===== config.mk =====
export PLATFORM = sky130hd
export DESIGN_NAME = canonical_line_input_buffer
export DESIGN_NICKNAME = d
export VERILOG_FILES = /design/src/sv/clib_pkg.sv /design/src/sv/clib_fifo.sv /design/src/sv/clib_front.sv /design/src/sv/clib_back.sv /design/src/sv/canonical_line_input_buffer.sv
export VERILOG_INCLUDE_DIRS = /design/src /design/src/sv
export SDC_FILE = /design/constraint.sdc
export NUM_CORES = 2
export LEC_CHECK = 0
export BUFFER_PORTS_ARGS = -buffer_cell sky130_fd_sc_hd__buf_2
export CORE_UTILIZATION = 45
export CTS_CLUSTER_SIZE = 20
export DETAILED_ROUTE_END_ITERATION = 16
export GPL_ROUTABILITY_DRIVEN = 0
export HOLD_SLACK_MARGIN = 0.12
export SLEW_MARGIN = 20
export SYNTH_ARGS = -nofsm -noshare
export SYNTH_HDL_FRONTEND = slang
export SYNTH_MEMORY_MAX_BITS = 65536
export SYNTH_SLANG_ARGS = --single-unit

===== constraint.sdc =====
create_clock -name i_clk -period 16.9 [get_ports i_clk]
set_clock_uncertainty 0.1 [all_clocks]
set_input_delay 0.845 -clock i_clk [delete_from_list [all_inputs] [get_ports i_clk]]
set_output_delay 0.845 -clock i_clk [all_outputs]
set_load 0.03 [all_outputs]

===== src/sv/canonical_line_input_buffer_macros.svh =====
// ----------------------------------------------------------------------------
// Assertion macros for the line input buffer
// Concurrent checks clocked on i_clk and held off while i_rst_n is low.
// ----------------------------------------------------------------------------
`ifndef CANONICAL_LINE_INPUT_BUFFER_MACROS_SVH
`define CANONICAL_LINE_INPUT_BUFFER_MACROS_SVH
`ifndef SYNTH
// expression must never be true
`define CLIB_ASSERT_NEVER(label, expr) \
    label: assert property (@(posedge i_clk) disable iff (!i_rst_n) !(expr)) \
        else $error("assertion failed: condition must not hold");
// antecedent implies consequent in the same cycle
`define CLIB_ASSERT_IMPL(label, ante, cons) \
    label: assert property (@(posedge i_clk) disable iff (!i_rst_n) (ante) |-> (cons)) \
        else $error("assertion failed: implication violated");
`else
`define CLIB_ASSERT_NEVER(label, expr)
`define CLIB_ASSERT_IMPL(label, ante, cons)
`endif
`endif


===== src/sv/clib_pkg.sv =====
// ----------------------------------------------------------------------------
// clib_pkg
// Shared types, codes and constants of the line input buffer.
// ----------------------------------------------------------------------------
package clib_pkg;

    // defaults for the top-level parameters
    localparam int unsigned RING_DEPTH_DEF = 512;
    localparam int unsigned MAX_READ_DEF   = 64;

    // fixed field widths
    localparam int unsigned CODE_W    = 8;
    localparam int unsigned CNT_W     = 7;
    localparam int unsigned LINES_W   = 9;
    localparam int unsigned CFG_IDX_W = 1;

    // character constants
    localparam logic [CODE_W-1:0]  NEWLINE_BYTE  = 8'h0A;
    localparam logic [CODE_W-1:0]  PRINT_LO      = 8'h20;
    localparam logic [CODE_W-1:0]  PRINT_HI      = 8'h7E;
    localparam logic [CODE_W-1:0]  ENTER_RST     = 8'd10;
    localparam logic [CODE_W-1:0]  BACKSPACE_RST = 8'd8;
    localparam logic [LINES_W-1:0] LINES_MAX     = 9'd511;

    // input operation codes
    localparam logic OP_KEY  = 1'b0;
    localparam logic OP_READ = 1'b1;

    // configuration register indexes
    localparam logic [CFG_IDX_W-1:0] CFG_ENTER     = 1'b0;
    localparam logic [CFG_IDX_W-1:0] CFG_BACKSPACE = 1'b1;

    // classified command, front to back
    typedef enum logic [2:0] {
        CMD_IGNORE    = 3'd0,
        CMD_PRINT     = 3'd1,
        CMD_ENTER     = 3'd2,
        CMD_BACKSPACE = 3'd3,
        CMD_READ_ZERO = 3'd4,
        CMD_READ      = 3'd5
    } t_cmd_op;

    typedef enum logic [1:0] {
        KIND_KEY    = 2'd0,
        KIND_BYTE   = 2'd1,
        KIND_EMPTY  = 2'd2,
        KIND_NOLINE = 2'd3
    } t_kind;

    typedef enum logic [1:0] {
        ECHO_NONE    = 2'd0,
        ECHO_CHAR    = 2'd1,
        ECHO_NEWLINE = 2'd2,
        ECHO_ERASE   = 2'd3
    } t_echo;

    typedef enum logic [1:0] {
        ST_IDLE     = 2'd0,
        ST_BS_CHECK = 2'd1,
        ST_RD_EMIT  = 2'd2
    } t_state;

    typedef struct packed {
        t_cmd_op           op;
        logic [CODE_W-1:0] code;
        logic [CNT_W-1:0]  count;
    } t_cmd;

    typedef struct packed {
        t_kind              kind;
        t_echo              echo;
        logic [CODE_W-1:0]  data;
        logic               last;
        logic [LINES_W-1:0] lines;
    } t_result;

endpackage


===== src/sv/clib_fifo.sv =====
// ----------------------------------------------------------------------------
// clib_fifo
// Small register FIFO with push/full and pop/empty handshakes.
// ----------------------------------------------------------------------------
module clib_fifo #(
    parameter int unsigned WIDTH = 8,
    parameter int unsigned DEPTH = 2
) (
    input  logic             i_clk,
    input  logic             i_rst_n,
    input  logic             i_push,
    output logic             o_full,
    input  logic [WIDTH-1:0] i_data,
    input  logic             i_pop,
    output logic             o_empty,
    output logic [WIDTH-1:0] o_data
);
    localparam int unsigned IDX_W = $clog2(DEPTH);
    localparam int unsigned CNT_W = $clog2(DEPTH + 1);

    logic [WIDTH-1:0] r_mem [DEPTH];
    logic [IDX_W-1:0] r_wr_ptr, n_wr_ptr;
    logic [IDX_W-1:0] r_rd_ptr, n_rd_ptr;
    logic [CNT_W-1:0] r_count, n_count;
    logic             w_wr, w_rd;

    assign o_full  = (r_count == CNT_W'(DEPTH));
    assign o_empty = (r_count == '0);
    assign o_data  = r_mem[r_rd_ptr];
    assign w_wr    = i_push && !o_full;
    assign w_rd    = i_pop && !o_empty;

    // pointer and fill count update
    always_comb begin
        n_wr_ptr = r_wr_ptr;
        n_rd_ptr = r_rd_ptr;
        n_count  = r_count;
        if (w_wr) begin
            n_wr_ptr = (r_wr_ptr == IDX_W'(DEPTH - 1)) ? '0 : r_wr_ptr + 1'b1;
        end
        if (w_rd) begin
            n_rd_ptr = (r_rd_ptr == IDX_W'(DEPTH - 1)) ? '0 : r_rd_ptr + 1'b1;
        end
        if (w_wr && !w_rd) begin
            n_count = r_count + 1'b1;
        end else if (w_rd && !w_wr) begin
            n_count = r_count - 1'b1;
        end
    end

    always_ff @(posedge i_clk) begin
        if (!i_rst_n) begin
            r_wr_ptr <= '0;
            r_rd_ptr <= '0;
            r_count  <= '0;
        end else begin
            r_wr_ptr <= n_wr_ptr;
            r_rd_ptr <= n_rd_ptr;
            r_count  <= n_count;
        end
    end

    // storage, no reset
    always_ff @(posedge i_clk) begin
        if (w_wr) begin
            r_mem[r_wr_ptr] <= i_data;
        end
    end

endmodule


===== src/sv/clib_front.sv =====
// ----------------------------------------------------------------------------
// clib_front
// Holds the key-code registers, classifies input items into commands and
// queues them for the back end.
// ----------------------------------------------------------------------------
module clib_front #(
    parameter int unsigned MAX_READ = clib_pkg::MAX_READ_DEF
) (
    input  logic                           i_clk,
    input  logic                           i_rst_n,
    // configuration
    input  logic                           i_cfg_we,
    input  logic [clib_pkg::CFG_IDX_W-1:0] i_cfg_idx,
    input  logic [clib_pkg::CODE_W-1:0]    i_cfg_data,
    // input items
    input  logic                           i_push,
    output logic                           o_full,
    input  logic                           i_operation,
    input  logic                           i_key_pressed,
    input  logic [clib_pkg::CODE_W-1:0]    i_key_code,
    input  logic [clib_pkg::CNT_W-1:0]     i_read_count,
    // commands to back end
    output logic                           o_cmd_valid,
    input  logic                           i_cmd_pop,
    output clib_pkg::t_cmd                 o_cmd
);
    import clib_pkg::*;

    localparam logic [CNT_W-1:0] READ_LIMIT = CNT_W'(MAX_READ);
    localparam int unsigned      CMD_W      = $bits(t_cmd);

    logic [CODE_W-1:0] r_enter_code;
    logic [CODE_W-1:0] r_backspace_code;
    t_cmd              w_cmd;
    logic [CMD_W-1:0]  w_cmd_in;
    logic [CMD_W-1:0]  w_cmd_out;
    logic              w_empty;

    // key-code registers
    always_ff @(posedge i_clk) begin
        if (!i_rst_n) begin
            r_enter_code     <= ENTER_RST;
            r_backspace_code <= BACKSPACE_RST;
        end else if (i_cfg_we) begin
            unique case (i_cfg_idx)
                CFG_ENTER:     r_enter_code     <= i_cfg_data;
                CFG_BACKSPACE: r_backspace_code <= i_cfg_data;
                default:       ;
            endcase
        end
    end

    // classification; enter takes priority over backspace and printable
    always_comb begin
        w_cmd.code  = i_key_code;
        w_cmd.count = (i_read_count > READ_LIMIT) ? READ_LIMIT : i_read_count;
        priority if (i_operation == OP_READ) begin
            w_cmd.op = (i_read_count == '0) ? CMD_READ_ZERO : CMD_READ;
        end else if (!i_key_pressed) begin
            w_cmd.op = CMD_IGNORE;
        end else if (i_key_code == r_enter_code) begin
            w_cmd.op = CMD_ENTER;
        end else if (i_key_code == r_backspace_code) begin
            w_cmd.op = CMD_BACKSPACE;
        end else if ((i_key_code >= PRINT_LO) && (i_key_code <= PRINT_HI)) begin
            w_cmd.op = CMD_PRINT;
        end else begin
            w_cmd.op = CMD_IGNORE;
        end
    end

    // command queue
    assign w_cmd_in = w_cmd;

    clib_fifo #(
        .WIDTH (CMD_W),
        .DEPTH (2)
    ) u_cmd_q (
        .i_clk   (i_clk),
        .i_rst_n (i_rst_n),
        .i_push  (i_push),
        .o_full  (o_full),
        .i_data  (w_cmd_in),
        .i_pop   (i_cmd_pop),
        .o_empty (w_empty),
        .o_data  (w_cmd_out)
    );

    assign o_cmd_valid = !w_empty;
    assign o_cmd       = t_cmd'(w_cmd_out);

endmodule


===== src/sv/clib_back.sv =====
// ----------------------------------------------------------------------------
// clib_back
// Carries out commands: owns the character ring, its pointers and the line
// count, and streams read bytes out of the ring.
// ----------------------------------------------------------------------------
`include "canonical_line_input_buffer_macros.svh"

module clib_back #(
    parameter int unsigned RING_DEPTH = clib_pkg::RING_DEPTH_DEF
) (
    input  logic              i_clk,
    input  logic              i_rst_n,
    input  logic              i_cmd_valid,
    output logic              o_cmd_pop,
    input  clib_pkg::t_cmd    i_cmd,
    input  logic              i_res_full,
    output logic              o_res_push,
    output clib_pkg::t_result o_res
);
    import clib_pkg::*;

    localparam int unsigned PTR_W = $clog2(RING_DEPTH);
    localparam logic [PTR_W-1:0] PTR_LAST = PTR_W'(RING_DEPTH - 1);

    function automatic logic [PTR_W-1:0] ring_next(input logic [PTR_W-1:0] p);
        ring_next = (p == PTR_LAST) ? '0 : p + 1'b1;
    endfunction

    function automatic logic [PTR_W-1:0] ring_prev(input logic [PTR_W-1:0] p);
        ring_prev = (p == '0) ? PTR_LAST : p - 1'b1;
    endfunction

    logic [CODE_W-1:0]  r_ring [RING_DEPTH];
    logic [CODE_W-1:0]  r_rd_data;
    t_state             r_state, n_state;
    logic [PTR_W-1:0]   r_wp, n_wp;
    logic [PTR_W-1:0]   r_rp, n_rp;
    logic [LINES_W-1:0] r_lines, n_lines;
    logic [CNT_W-1:0]   r_left, n_left;

    logic               w_take;
    logic               w_ring_empty;
    logic               w_ring_full;
    logic [PTR_W-1:0]   w_rp_next;
    logic               w_rd_nl;
    logic               w_rd_fin;
    logic               w_mem_we;
    logic [CODE_W-1:0]  w_mem_wdata;
    logic               w_rd_en;
    logic [PTR_W-1:0]   w_rd_addr;

    // shared decode
    assign w_take       = (r_state == ST_IDLE) && i_cmd_valid && !i_res_full;
    assign w_ring_empty = (r_wp == r_rp);
    assign w_ring_full  = (ring_next(r_wp) == r_rp);
    assign w_rp_next    = ring_next(r_rp);
    assign w_rd_nl      = (r_rd_data == NEWLINE_BYTE);
    assign w_rd_fin     = w_rd_nl || (r_left == CNT_W'(1)) || (w_rp_next == r_wp);

    // next state
    always_comb begin
        n_state = r_state;
        unique case (r_state)
            ST_IDLE: begin
                if (w_take && !w_ring_empty) begin
                    if (i_cmd.op == CMD_BACKSPACE) begin
                        n_state = ST_BS_CHECK;
                    end else if ((i_cmd.op == CMD_READ) && (r_lines != '0)) begin
                        n_state = ST_RD_EMIT;
                    end
                end
            end
            ST_BS_CHECK: begin
                if (!i_res_full) begin
                    n_state = ST_IDLE;
                end
            end
            ST_RD_EMIT: begin
                if (!i_res_full && w_rd_fin) begin
                    n_state = ST_IDLE;
                end
            end
            default: n_state = ST_IDLE;
        endcase
    end

    // outputs and datapath
    always_comb begin
        o_cmd_pop   = 1'b0;
        o_res_push  = 1'b0;
        o_res.kind  = KIND_KEY;
        o_res.echo  = ECHO_NONE;
        o_res.data  = '0;
        o_res.last  = 1'b1;
        w_mem_we    = 1'b0;
        w_mem_wdata = i_cmd.code;
        w_rd_en     = 1'b0;
        w_rd_addr   = r_rp;
        n_wp        = r_wp;
        n_rp        = r_rp;
        n_lines     = r_lines;
        n_left      = r_left;
        unique case (r_state)
            ST_IDLE: begin
                if (w_take) begin
                    o_cmd_pop = 1'b1;
                    unique case (i_cmd.op)
                        CMD_PRINT: begin
                            o_res_push = 1'b1;
                            o_res.echo = ECHO_CHAR;
                            o_res.data = i_cmd.code;
                            if (!w_ring_full) begin
                                w_mem_we = 1'b1;
                                n_wp     = ring_next(r_wp);
                            end
                        end
                        CMD_ENTER: begin
                            o_res_push  = 1'b1;
                            o_res.echo  = ECHO_NEWLINE;
                            o_res.data  = NEWLINE_BYTE;
                            w_mem_wdata = NEWLINE_BYTE;
                            // a dropped newline does not count as a line
                            if (!w_ring_full) begin
                                w_mem_we = 1'b1;
                                n_wp     = ring_next(r_wp);
                                if (r_lines != LINES_MAX) begin
                                    n_lines = r_lines + 1'b1;
                                end
                            end
                        end
                        CMD_BACKSPACE: begin
                            if (w_ring_empty) begin
                                o_res_push = 1'b1;
                            end else begin
                                w_rd_en   = 1'b1;
                                w_rd_addr = ring_prev(r_wp);
                            end
                        end
                        CMD_READ_ZERO: begin
                            o_res_push = 1'b1;
                            o_res.kind = KIND_EMPTY;
                        end
                        CMD_READ: begin
                            if (r_lines == '0) begin
                                o_res_push = 1'b1;
                                o_res.kind = KIND_NOLINE;
                            end else if (w_ring_empty) begin
                                o_res_push = 1'b1;
                                o_res.kind = KIND_EMPTY;
                            end else begin
                                w_rd_en   = 1'b1;
                                w_rd_addr = r_rp;
                                n_left    = i_cmd.count;
                            end
                        end
                        default: begin
                            o_res_push = 1'b1;
                        end
                    endcase
                end
            end
            ST_BS_CHECK: begin
                // erase only if the last character does not end a line
                if (!i_res_full) begin
                    o_res_push = 1'b1;
                    if (!w_rd_nl) begin
                        o_res.echo = ECHO_ERASE;
                        n_wp       = ring_prev(r_wp);
                    end
                end
            end
            ST_RD_EMIT: begin
                if (!i_res_full) begin
                    o_res_push = 1'b1;
                    o_res.kind = KIND_BYTE;
                    o_res.data = r_rd_data;
                    o_res.last = w_rd_fin;
                    n_rp       = w_rp_next;
                    n_left     = r_left - 1'b1;
                    if (w_rd_nl && (r_lines != '0)) begin
                        n_lines = r_lines - 1'b1;
                    end
                    // fetch the following byte while this one is sent
                    if (!w_rd_fin) begin
                        w_rd_en   = 1'b1;
                        w_rd_addr = w_rp_next;
                    end
                end
            end
            default: ;
        endcase
        o_res.lines = n_lines;
    end

    // control registers
    always_ff @(posedge i_clk) begin
        if (!i_rst_n) begin
            r_state <= ST_IDLE;
            r_wp    <= '0;
            r_rp    <= '0;
            r_lines <= '0;
            r_left  <= '0;
        end else begin
            r_state <= n_state;
            r_wp    <= n_wp;
            r_rp    <= n_rp;
            r_lines <= n_lines;
            r_left  <= n_left;
        end
    end

    // character ring, one write and one registered read port
    always_ff @(posedge i_clk) begin
        if (w_mem_we) begin
            r_ring[r_wp] <= w_mem_wdata;
        end
        if (w_rd_en) begin
            r_rd_data <= r_ring[w_rd_addr];
        end
    end

    // checks
    `CLIB_ASSERT_NEVER(a_ring_overrun, w_mem_we && (ring_next(r_wp) == r_rp))
    `CLIB_ASSERT_NEVER(a_res_overflow, o_res_push && i_res_full)
    `CLIB_ASSERT_NEVER(a_read_past_write, (r_state == ST_RD_EMIT) && (r_rp == r_wp))
    `CLIB_ASSERT_IMPL(a_bs_entry, (r_state == ST_BS_CHECK) && ($past(r_state) == ST_IDLE), $past(o_cmd_pop))

endmodule


===== src/sv/canonical_line_input_buffer.sv =====
// ----------------------------------------------------------------------------
// canonical_line_input_buffer
// Keyboard line-editing ring buffer with line counting and line reads.
// ----------------------------------------------------------------------------
// Input items are transferred with push/full, results with empty/pop; both
// sides behave as queues. Key codes for enter and backspace are written on
// the plain write port (index 0 enter, index 1 backspace) by the user, only
// while idle; the block does not enforce it. A key event gives one result;
// a read request gives one result per byte read, or a single empty / no-line
// result. The final result carries last. A result passes through the command
// queue and the result queue; a backspace or the first byte of a read also
// goes through the registered ring read port. One key event is taken per
// cycle while the result queue has room, a backspace holding the back end in
// a check state; a read request takes a set-up step, then streams one byte
// per cycle on that condition, set by the single registered ring read port.
// Reset clears pointers, line count and queues and presets the key-code
// registers; the ring stays undefined until written, with no clearing pass.
// If the receiver stops popping, the result queue fills, the back end holds,
// then the command queue fills and full rises; nothing is lost.
// ----------------------------------------------------------------------------
module canonical_line_input_buffer #(
    parameter int unsigned RING_DEPTH = clib_pkg::RING_DEPTH_DEF,
    parameter int unsigned MAX_READ   = clib_pkg::MAX_READ_DEF
) (
    input  logic                           i_clk,
    input  logic                           i_rst_n,
    // configuration
    input  logic                           i_cfg_we,
    input  logic [clib_pkg::CFG_IDX_W-1:0] i_cfg_idx,
    input  logic [clib_pkg::CODE_W-1:0]    i_cfg_data,
    // input items
    input  logic                           push,
    output logic                           full,
    input  logic                           i_operation,
    input  logic                           i_key_pressed,
    input  logic [clib_pkg::CODE_W-1:0]    i_key_code,
    input  logic [clib_pkg::CNT_W-1:0]     i_read_count,
    // results
    output logic                           empty,
    input  logic                           pop,
    output logic [1:0]                     o_result_kind,
    output logic [1:0]                     o_echo_action,
    output logic [clib_pkg::CODE_W-1:0]    o_data_byte,
    output logic                           o_last,
    output logic [clib_pkg::LINES_W-1:0]   o_lines_waiting
);
    import clib_pkg::*;

    localparam int unsigned RES_W = $bits(t_result);

    logic             w_cmd_valid;
    logic             w_cmd_pop;
    t_cmd             w_cmd;
    logic             w_res_full;
    logic             w_res_push;
    t_result          w_res;
    logic [RES_W-1:0] w_res_in;
    logic [RES_W-1:0] w_res_out;
    t_result          w_res_head;

    // front end: configuration, classification, command queue
    clib_front #(
        .MAX_READ (MAX_READ)
    ) u_front (
        .i_clk         (i_clk),
        .i_rst_n       (i_rst_n),
        .i_cfg_we      (i_cfg_we),
        .i_cfg_idx     (i_cfg_idx),
        .i_cfg_data    (i_cfg_data),
        .i_push        (push),
        .o_full        (full),
        .i_operation   (i_operation),
        .i_key_pressed (i_key_pressed),
        .i_key_code    (i_key_code),
        .i_read_count  (i_read_count),
        .o_cmd_valid   (w_cmd_valid),
        .i_cmd_pop     (w_cmd_pop),
        .o_cmd         (w_cmd)
    );

    // back end: ring and line bookkeeping
    clib_back #(
        .RING_DEPTH (RING_DEPTH)
    ) u_back (
        .i_clk       (i_clk),
        .i_rst_n     (i_rst_n),
        .i_cmd_valid (w_cmd_valid),
        .o_cmd_pop   (w_cmd_pop),
        .i_cmd       (w_cmd),
        .i_res_full  (w_res_full),
        .o_res_push  (w_res_push),
        .o_res       (w_res)
    );

    // result queue
    assign w_res_in = w_res;

    clib_fifo #(
        .WIDTH (RES_W),
        .DEPTH (2)
    ) u_res_q (
        .i_clk   (i_clk),
        .i_rst_n (i_rst_n),
        .i_push  (w_res_push),
        .o_full  (w_res_full),
        .i_data  (w_res_in),
        .i_pop   (pop),
        .o_empty (empty),
        .o_data  (w_res_out)
    );

    assign w_res_head      = t_result'(w_res_out);
    assign o_result_kind   = w_res_head.kind;
    assign o_echo_action   = w_res_head.echo;
    assign o_data_byte     = w_res_head.data;
    assign o_last          = w_res_head.last;
    assign o_lines_waiting = w_res_head.lines;

endmodule


Word-level counts from Yosys, hierarchy flattened --
Memory sizes are Yosys's and may differ from the RTL's. A register that Yosys moved wholly into a read port is not among the register bits. Index checks and enable logic that the tools add are counted.
Word-level totals: flip-flop bits (word level) 60, memory bits (writable) 4176, input port bits 31, output and inout bits 24, memories kept 3
Cells by class: add/subtract/negate cells 14, magnitude comparators 3, eq/ne operators 31, multiplexer cells 94, bitwise logic cells 2, reductions and logical operators 45
Memory list:
- u_back.r_ring | words 512, bits a word 8, read ports 1, clocked after memory_dff 1, write ports 1, line clib_back.sv:33 | logic [CODE_W-1:0] r_ring [RING_DEPTH];
- u_res_q.r_mem | words 2, bits a word 22, read ports 1, clocked after memory_dff 1, write ports 1, line clib_fifo.sv:21 | logic [WIDTH-1:0] r_mem [DEPTH];
- u_front.u_cmd_q.r_mem | words 2, bits a word 18, read ports 1, clocked after memory_dff 1, write ports 1, line clib_fifo.sv:21
Operators with widths (count):
- $mux W9 | 20
- $pmux W9 S2 | 3
- $mux W7 | 6
- $mux W1 | 33
- $add A9 B1 Y9 const B | 3
- $eq A9 B9 Y1 | 3
- $mux W2 | 13
- $mux W8 | 3
- $pmux W10 S2 | 1
- $eq A9 B9 Y1 const B | 2
- $logic_not A9 Y1 | 2
- $ne A2 B2 Y1 const B | 9
- $sub A9 B1 Y9 const B | 2
- $eq A8 B8 Y1 | 2
- $pmux W8 S2 | 1
- $logic_and A1 B1 Y1 | 15
- $pmux W7 S2 | 1
- $mux W12 | 1
- $mux W3 | 4
- $pmux W2 S2 | 3
- $reduce_and A6 Y1 | 2
- $logic_not A1 Y1 | 9
- $ne A9 B9 Y1 const B | 1
- $reduce_bool A9 Y1 | 1
- other kinds (26) | 49

Depth between registers and ports, before layout --
word-level depth 11, depth in mapped cells 23

Modules after synthesis --
A second synthesis with hierarchy kept.
Second synthesis, totals: cell total of the unflattened synthesis 13073, area, all modules 171977.4 µm²
Modules (own cells, without submodules):
- clib_back | instances 1, cells an instance 12785, area an instance 167697.1 µm², seq. area each 123958.9 µm²
- clib_fifo at u_res_q | instances 1, cells an instance 93, area an instance 1813.0 µm², seq. area each 1421.4 µm²
- clib_fifo at u_front.u_cmd_q | instances 1, cells an instance 81, area an instance 1530.2 µm², seq. area each 1181.1 µm²
- clib_front | instances 1, cells an instance 114, area an instance 937.1 µm², seq. area each 320.3 µm²

Worst setup path after synthesis --
No wires, ideal clock.
kind reg-to-reg, start reg (tool-made name), end mem u_back.r_ring[0][0] (data pin), setup time 2581 ps, arrival 13145 ps, data required time 14219 ps, slack 1074 ps, stages on the path, launching flop included 5, buffers on the path 2, period minus slack after synthesis 15826 ps, cells stage by stage dfxtp_1 > buf_1 > clkbuf_1 > mux2i_1 > nor2_1
RTL lines (line):
- end: declaration | clib_back.sv:33

Worst setup path in the final report --
start reg u_back.r_rp[0], end reg u_back.r_rd_data[5], read port of u_back.r_ring (data pin)
On the way: longest elaborated chain between the ends 7, elaborated cells between the ends (all ways) 19, classes of those cells 1 x add/sub; 3 x eq/ne; 14 x mux; 1 x reduce/logical
RTL lines:
- start: declaration | line clib_back.sv:37 | logic [PTR_W-1:0] r_rp, n_rp;
- start signal: assignment | line clib_back.sv:206 | r_rp <= n_rp;
- $add A9 B1 Y9 or $eq A9 B9 Y1 (tied branches) | line clib_back.sv:26 | ring_next = (p == PTR_LAST) ? '0 : p + 1'b1;
- $mux W9 | line clib_back.sv:26
- $eq A9 B9 Y1 | line clib_back.sv:58 | assign w_rd_fin = w_rd_nl || (r_left == CNT_W'(1)) || (w_rp_next == r_wp);
- $logic_or A1 B1 Y1 | line clib_back.sv:58
- $mux W9 or $mux W1 (tied branches) | line clib_back.sv:184 | if (!w_rd_fin) begin
- $mux W9 or $mux W1 (tied branches) | line clib_back.sv:173 | if (!i_res_full) begin
- $pmux W9 S2 or $pmux W1 S2 (tied branches) | line clib_back.sv:103 | unique case (r_state)
- end: declaration | line clib_back.sv:34 | logic [CODE_W-1:0] r_rd_data;
Parallel ways exist; a longest one is shown, timed or not. A chain may end at the register's enable or synchronous reset.

==> results.yml <==
power_and_ir_drop:
  peakVddDrop_mv: 0.107
  p_leak_nw: 57.8
  p_per_area_nw_per_um2: 145
floorplanning:
  dieWidth_um: 611
  pin_count: 55
  die_h_um: 611
  start_util: 0.452
  row_count: 223
  core_area_um2: 369000
  fp.dieArea_um2: 373000
placed_design:
  placed_cells: 12900
  dp_hpwl_mm: 274
  placed_cell_area_um2: 173000
  io_buffers: 54
route:
  vias: 85200
  wl_mm: 457
  dr.pass1.iters: 8
  route.detailed.drc: 0
  via_per_inst: 6.20
  wl_per_cell_um: 33.3
  drtIter0Drc: 10600
  antenna_left: 0
cells_and_area:
  final_area_um2: 187000
  fin_util: 0.506
  layout_commonest_cell: "edfxtp_1"
  final_cells: 13700
  drive_above_1_share: 0.237
  syn2layout_area_growth_pct: 12.1
  layout_common_cells: "edfxtp_1 (4184), mux4_2 (975), nor2_1 (594), clkbuf_16 (442), nand2_1 (309)"
  nets: 8469
worst_setup_path:
  worst_path_largest_cell_delay_ps: 1010
  slowest_stage: "o31ai_1"
  reg2regPathDepth: 22
  start_kind: "flip-flop"
  crit_type: "reg -> reg"
  cpMostUsedCell: "buf_4"
  critPathMaxFanout: 109
  cp_data_arrival_time_ps: 9890
  crit_required_ps: 17590
  endpoint_kind: "flip-flop"
  crit_path_cell_trace: "ha_1 -> nand3_1 -> nor2_1 -> ha_1 -> nor2b_1 -> xnor2_1 -> o2111ai_1 -> a2111oi_4 -> o21ai_2 -> and3_1 -> buf_4 -> nor2_4 -> buf_4 -> buf_12 -> buf_12 -> buf_4 -> mux4_2 -> o22a_1 -> o221ai_1 -> o31ai_1 -> nand4_1 -> nand4_1"
grt:
  grt_pass1_wl_mm: 646
  grt_overflow: 0
  antenna_found_initial: 24
  grt_pass1_vias: 84700
  grt_max_degree: 229
  track_usage: 0.243
logic_synthesis:
  synth-seq-area-share: 0.761
  synth.distinct_cells: 93
  yosys-top-cells-area: "edfxtp_1 (75%), mux4_2 (13%), nor2_1 (1.4%), mux2i_1 (0.81%), o22ai_1 (0.76%)"
  yosys.area.top_type: "edfxtp_1"
  syn-cell-area_um2: 167000
  synth_top_area_share: 0.754
  async_reset_ff_frac: 0
  ys_seq_elements: 4246
  yosys_warnings: 0
  synth_enable_flop_cells: 4184
  synth_ff_type: "edfxtp_1"
  syn_nets: 8251
  postSynthAreaPerCell_um2: 20.3
  synth_cells: 8202
clock_network:
  clkTransAtPathRegs_ps: 70
  clkLatencyLatePin_ps: 1000
  htreeDepth: 5
  cts_buffer_depth: 4
  clockRootBuffer: "clkbuf_16"
  numCtsBuffers: 433
  cts_sinks: 4246
  cts_tree: "yes"
  post-cts-setup-buffers: 0
timing:
  clock.fmax_mhz: 109
  rsz0062_at_grt: "no"
  tightest_slew_ps: 1370
  finalCritPeriodShare: 0.544
  finalHoldViolations: 0
  max_slew_margin: 0.0857
  setup_violations: 0
  period_minus_slack_ps: 9200
  hold_ws_ps: 189
  slew_violations: 0
  tns_ps: 0
worst_hold_path:
  worstHoldPathType: "in -> reg"
  whs_path_depth: 3
flow_run:
  cap_violations: 0
run_status:
  outcome: "completed"
## synthesized netlist by cell type (10+ instances only)
cell       instances
or2_2             41
buf_2            163
o32a_1            13
o211ai_1          31
nand3_1           72
buf_4             84
nor4_1            30
clkbuf_1         209
a31oi_1           32
o31ai_1           20
a211oi_1          30
buf_6             35
nand4_1           36
mux2_2            89
nor2_1           610
nand2_1          323
o21ai_0           76
edfxtp_1        4184
o41ai_1           23
and3_1            48
a22oi_1           33
nor3_1            51
mux4_2           975
o22a_1            66
and2_1            28
nor2b_1           18
xnor2_1           27
buf_1             20
o2111ai_1         41
mux2i_1          135
a21oi_1           69
ha_1              18
xor2_1            29
dfxtp_1           62
or3_1             10
o22ai_1          203
nand2b_1          14
inv_1             42
o221ai_1          40
a22o_1            15
## stage by stage
stage / power (mW) / setup WS (ps)
floorplan: 16.8 / 1070
global placement: 17.9 / 7430
detailed placement: 18.0 / 7920
CTS: 27.2 / 7870
global route: 27.8 / 7380
finish: 27.1 / 7700
## final timing paths
| path | start | slack [ps] | endpoint |
|---|---|---|---|
| worst max-delay path | u_back.r_rp[0]$_SDFFE_PN0P_ | 7700 | u_back.r_rd_data[5]$_DFFE_PP_ |
| worst min-delay path | i_key_pressed | 190 | u_front.u_cmd_q.r_mem[1][16]$_DFFE_PP_ |
| worst max register to register | u_back.r_rp[0]$_SDFFE_PN0P_ | 7700 | u_back.r_rd_data[5]$_DFFE_PP_ |
| worst min register to register | u_front.r_enter_code[6]$_SDFFE_PN0P_ | 370 | u_front.r_enter_code[6]$_SDFFE_PN0P_ |
## critical path: cells and delay by family (launching register included)
family / cells / cell delay (ps)
AOI/OAI and AO/OA: 6 / 2180
xor gates and xnor gates: 1 / 270
adders and majority gates: 2 / 850
buffers and inverters: 5 / 2630
DFF: 1 / 640
muxes: 1 / 340
and+or+nand+nor: 7 / 1580
## layer usage
| layer | wire length, µm | vias to the layer above | global-route usage | part of all wire |
|---|---|---|---|---|
| li1 | - | 34500 | - | - |
| met1 | 183000 | 45500 | 0.342 | 0.40 |
| met2 | 214000 | 4406 | 0.379 | 0.47 |
| met3 | 44200 | 776 | 0.0548 | 0.097 |
| met4 | 15600 | 16 | 0.0762 | 0.034 |
| met5 | 77 | - | 0 | 0.00017 |
## flip-flops by register name, indices dropped and copies added, names as in the netlist, named ones only
name / flops
u_back.r_lines: 9
u_back.r_ring: 4096
u_back.r_state: 2
u_res_q.r_rd_ptr: 1
u_front.r_backspace_code: 8
u_front.u_cmd_q.r_wr_ptr: 1
u_front.u_cmd_q.r_rd_ptr: 1
u_back.r_rd_data: 8
u_front.u_cmd_q.r_count: 2
u_res_q.r_wr_ptr: 1
u_back.r_left: 7
u_back.r_wp: 9
u_front.r_enter_code: 8
u_back.r_rp: 9
u_res_q.r_count: 2
u_front.u_cmd_q.r_mem: 36
u_res_q.r_mem: 44
## layout make-up
class                           count  area [µm²]
Sequential cell                  4246      127000
Antenna cell                       12        30.0
Fill cell                       29200      182000
Clock buffer                      547       11500
Multi-Input combinational cell   3396       37400
Clock inverter                    250        2120
Inverter                           44         165
Tap cell                         4950        6190
Timing Repair Buffer              299        2460
## power by group
part	total (mW)	internal, mW	switching (mW)
Sequential	12.8	12.8	0.0637
Clock	9.28	5.25	4.03
Combinational	4.95	1.51	3.44
Total	27.1	19.5	7.53
## logic make-up after synthesis
group	Yosys count	share of synthesized area
adders and majority gates	18	0.00135
buffers and inverters	560	0.0176
xor gates and xnor gates	56	0.00294
AOI/OAI and AO/OA	798	0.0352
and+or+nand+nor	1318	0.0351
DFF	4246	0.761
muxes	1206	0.146
## what timing repair did
item / 4_1_cts / 5_1_grt
hold buffers: 25 / 0
gates resized for setup: 0 / 0
hold endpoints to repair: 38 / 0
setup endpoints to repair: 0 / 0
No activity file was read; power rests on OpenSTA's default activity.
